$ cat config.mk
export PLATFORM = sky130hd
export DESIGN_NAME = hwa_ctrl
export DESIGN_NICKNAME = d
export VERILOG_FILES = /design/src/rtl/hwa_pkg.sv /design/src/rtl/hwa_ctrl.sv
export SDC_FILE = /design/constraint.sdc
export NUM_CORES = 1
export LEC_CHECK = 0
export BUFFER_PORTS_ARGS = -buffer_cell sky130_fd_sc_hd__buf_4
export CORE_AREA = 2 2 39 41
export DETAILED_ROUTE_END_ITERATION = 10
export DIE_AREA = 0 0 41 43
export SLEW_MARGIN = 20
export SYNTH_ARGS = -nofsm -noshare
export SYNTH_HDL_FRONTEND = slang
export SYNTH_SLANG_ARGS = --single-unit
$ cat constraint.sdc
create_clock -name clock -period 2.3 [get_ports clock]
set_clock_uncertainty 0.05 [all_clocks]
set_input_delay 0.23 -clock clock [delete_from_list [all_inputs] [get_ports clock]]
set_output_delay 0.23 -clock clock [all_outputs]
set_load 0.05 [all_outputs]
$ cat src/rtl/hwa_pkg.sv
// Shared types and constants for the hopping window average block.
package hwa_pkg;

   localparam int SAMPLE_BITS   = 16;
   localparam int FRACTION_BITS = 8;
   localparam int AVG_BITS      = 24;
   localparam int CSR_BITS      = 9;

   localparam logic CSR_WIN_LEN = 1'b0;
   localparam logic CSR_HOP     = 1'b1;

   localparam logic [CSR_BITS-1:0] WIN_LEN_RESET = 9'd8;
   localparam logic [CSR_BITS-1:0] HOP_RESET     = 9'd1;

   typedef struct packed {
      logic signed [SAMPLE_BITS-1:0] sample;
      logic                          last_sample;
   } req_type;

   typedef struct packed {
      logic signed [AVG_BITS-1:0] average;
      logic                       partial;
   } rsp_type;

   typedef struct packed {
      logic accept;
      logic div_start;
      logic load_out;
      logic rd_issue;
      logic drop;
      logic clear;
   } cmd_type;

   typedef struct packed {
      logic last;
      logic full;
      logic drain_more;
      logic div_done;
   } sts_type;

endpackage

$ cat src/rtl/hwa_ctrl.sv
// Controller: sequences accept, divide, result hand-off and oldest-sample drop.
module hwa_ctrl (
   input  logic             clock,
   input  logic             reset,
   input  logic             req_valid,
   output logic             req_ready,
   output logic             rsp_valid,
   input  logic             rsp_ready,
   input  hwa_pkg::sts_type sts,
   output hwa_pkg::cmd_type cmd
);

   typedef enum logic [5:0] {
      S_IDLE  = 6'b000001,
      S_CHECK = 6'b000010,
      S_DIV   = 6'b000100,
      S_PUSH  = 6'b001000,
      S_READ  = 6'b010000,
      S_DROP  = 6'b100000
   } state_type;

   state_type state_ff, state_in;
   logic      rsp_valid_ff, rsp_valid_in;

   always_comb begin
      state_in     = state_ff;
      cmd          = '0;
      rsp_valid_in = rsp_valid_ff && !rsp_ready;
      case (state_ff)
         S_IDLE: begin
            if (req_valid) begin
               cmd.accept = 1'b1;
               state_in   = S_CHECK;
            end
         end
         S_CHECK: begin
            if (sts.last || sts.full) begin
               cmd.div_start = 1'b1;
               state_in      = S_DIV;
            end else begin
               state_in = S_IDLE;
            end
         end
         S_DIV: begin
            if (sts.div_done) begin
               state_in = S_PUSH;
            end
         end
         S_PUSH: begin
            // hold until the result register is free
            if (!rsp_valid_ff || rsp_ready) begin
               cmd.load_out = 1'b1;
               rsp_valid_in = 1'b1;
               if (sts.last) begin
                  cmd.clear = 1'b1;
                  state_in  = S_IDLE;
               end else begin
                  state_in = S_READ;
               end
            end
         end
         S_READ: begin
            if (sts.drain_more) begin
               cmd.rd_issue = 1'b1;
               state_in     = S_DROP;
            end else begin
               state_in = S_IDLE;
            end
         end
         S_DROP: begin
            cmd.drop = 1'b1;
            state_in = S_READ;
         end
         default: begin
            state_in = S_IDLE;
         end
      endcase
   end

   always_ff @(posedge clock) begin
      if (reset) begin
         state_ff     <= S_IDLE;
         rsp_valid_ff <= 1'b0;
      end else begin
         state_ff     <= state_in;
         rsp_valid_ff <= rsp_valid_in;
      end
   end

   assign req_ready = (state_ff == S_IDLE);
   assign rsp_valid = rsp_valid_ff;

endmodule

==> flow_metrics.py <==
metrics = {
    "clock_network": {
        "cts-resized-gates": 0,
        "cts_setup_buffers": 0,
        "clk_pin_slew_ns": 0.05,
        "cts_root_buf": "clkbuf_4",
        "cts_buffers": 3,
        "ctsHoldBuffers": 0,
        "clock_path_buffers": 2,
        "cts_tree": "built",
        "cts_htree_levels": 1,
        "numClockSinks": 7,
        "clk_latency_ns": 0.25,
    },
    "yosys": {
        "synth.top_cell.area_share_pct": 30.5,
        "synth_nets": 61,
        "synth-main-ff-cell": "dfxtp_1",
        "synthArstFlopShare_pct": 0,
        "ys_seq_area_share_pct": 30.5,
        "syn_inst": 53,
        "avgSynthCellArea_sq_um": 8.66,
        "synth_area_leaders": "dfxtp_1 (31%), nor3b_2 (8.2%), inv_1 (4.1%)",
        "synth.cell_area_sq_um": 459,
        "synth-seq-cells": 7,
        "yosys.area.top_type": "dfxtp_1",
        "ys_warn_count": 0,
        "synth.distinct_cells": 29,
        "synth_edf_count": 0,
    },
    "finish": {
        "areaGrowthSynthToFinish_pct": 31.1,
        "layout_commonest_cell": "buf_4",
        "final_cell_area_sq_um": 602,
        "drive_gt1_share_pct": 37.1,
        "num_antenna_cells": 0,
        "final_cell_mix": "buf_4 (15), dfxtp_1 (7), inv_1 (5)",
        "stdcell_count": 86,
        "nets": 79,
        "fin_util_pct": 43.5,
    },
    "floorplan": {
        "die_w_um": 41,
        "rows": 14,
        "initial_core_util_pct": 33.2,
        "io_pins": 16,
        "dieArea_sq_mm": 0.00176,
        "core_sq_mm": 0.00138,
        "die_h_um": 43,
    },
    "place": {
        "dp_hpwl_um": 806,
        "dpl_cell_area_sq_um": 576,
        "gp_congestion": 0.742,
        "port_buffers": 15,
        "dp.cells": 82,
    },
    "outcome": {
        "status": "completed",
    },
    "timing": {
        "finalSetupViolCount": 0,
        "relSlewSlack_pct": 60.8,
        "period_minus_slack_ns": 2.08,
        "worst_pin_slew_ns": 0.582,
        "finalMaxSlewViolations": 0,
        "finalHoldViolations": 0,
        "setup-tns-final_ns": 0,
        "rsz0062_at_grt": "no",
        "post-route-period-util_pct": 90.6,
        "max_freq_mhz": 480,
    },
    "global_route": {
        "grt_pass1_vias": 413,
        "grt_pass1_wl_mm": 1.75,
        "grt_max_degree": 10,
        "antenna_found_initial": 0,
        "grtUsageTotal_pct": 15.3,
        "grt_overflow": 0,
    },
    "worst_setup_path": {
        "timing.rr.start": "state_ff[4]",
        "critical_path_class": "register to primary output",
        "cp_max_fo": 9,
        "cpPeakStageDelay_ns": 0.58,
        "cp-end-kind": "primary output",
        "crit_slowest_cell": "or4_4",
        "worstSetupStartpointType": "register",
        "critical_path.cell_chain": "or4_4, nor3b_2, and2_2, buf_4",
        "cp.required_ns": 2.02,
        "cp.arrival_ns": 1.80,
        "startpoint": "state_ff[0]",
    },
    "pwr": {
        "powerDensity_mw_per_mm2": 1030,
        "power_frac_seq_pct": 30.3,
        "p_int_mw": 0.334,
        "power_frac_comb_pct": 51.7,
        "p_switching_mw": 0.286,
        "leakage_nw": 0.252,
        "p_clk_share_pct": 18.0,
        "ir_worst_vdd_mv": 0.425,
        "sw_frac_of_total_pct": 46.2,
    },
    "route": {
        "drt_first_iter_violations": 14,
        "wl_per_cell_um": 11.9,
        "finalWirelength_mm": 1.03,
        "drtAntennaViolNets": 0,
        "first_pass_iters": 4,
        "drc": 0,
        "viasPerCell": 5.43,
        "dr_total_vias": 467,
    },
    "worst_hold_path": {
        "min-delay-path-class": "primary input to register",
        "hold_start": "reset",
    },
    "flow_run": {
        "maxCapViolations": 0,
    },
}
==> power groups by stage <==
stage	clock, mW	combinational (mW)	sequential [mW]
after global placement	0	0.321	0.188
final	0.112	0.321	0.188
after CTS	0.116	0.323	0.188
after detailed placement	0	0.322	0.190
after floorplan	0	0.282	0.162
after global routing	0.124	0.346	0.196
==> worst max-delay path: cells and delay by family, from the launching register on <==
family	cells	cell delay, ns
buffers and inverters	1	0.19
flip-flops	1	0.38
AND/OR/NAND/NOR	3	0.98
==> worst paths after layout <==
| path | endpoint | slack [ns] | depth (start not counted) |
|---|---|---|---|
| min | state_ff[5] | 0.14 | 2 |
| max reg2reg | state_ff[0] | 0.47 | 4 |
| max | cmd[2] | 0.22 | 4 |
| min reg2reg | state_ff[3] | 0.51 | 2 |
==> synth_stat cells, types with 2 or more instances <==
cell	instances
a21oi_1	2
and2_2	2
dfxtp_1	7
inv_1	5
nand4b_1	2
nor2_1	4
nor2b_1	2
nor3_1	3
nor3b_2	3
o211ai_1	2
o21ai_0	3
==> routing by layer <==
| metal | track usage [%] | part of all wire, % | vias to the layer above |
|---|---|---|---|
| met2 | 20.3 | 48 | 15 |
| met3 | 4.71 | 4.8 | 5 |
| met1 | 19.5 | 44 | 215 |
| li1 | - | - | 232 |
| met5 | 0 | 0 | - |
| met4 | 12.0 | 3.3 | 0 |
==> logic make-up after synthesis <==
family | Yosys count | synth area share [%]
AOI/OAI and AO/OA | 13 | 20.7
buffers and inverters | 7 | 7.63
DFF | 7 | 30.5
xor gates and xnor gates | 1 | 1.91
and+or+nand+nor | 25 | 39.2
==> layout make-up <==
cell class / count / area [sq um]
multi-input combinational: 39 / 284
tap: 16 / 20.0
timing repair buffer: 15 / 113
inverter: 5 / 18.8
clock buffer: 4 / 26.3
sequential: 7 / 140
fill: 142 / 782
==> registers in the layout, summed over array words and instances, names as in the netlist <==
register / count
rsp_valid: 1
state_ff: 6
==> through the flow <==
stage | hold slack [ns] | total power [mW] | setup WS (ns)
after detailed placement | 0.405 | 0.512 | 0.474
after global routing | 0.133 | 0.666 | 0.0708
final | 0.137 | 0.620 | 0.216
after CTS | 0.136 | 0.626 | 0.198
after global placement | 0.407 | 0.509 | 0.520
after floorplan | 0.249 | 0.444 | 0.00180
Note: power is estimated with default switching activity, not from simulation.
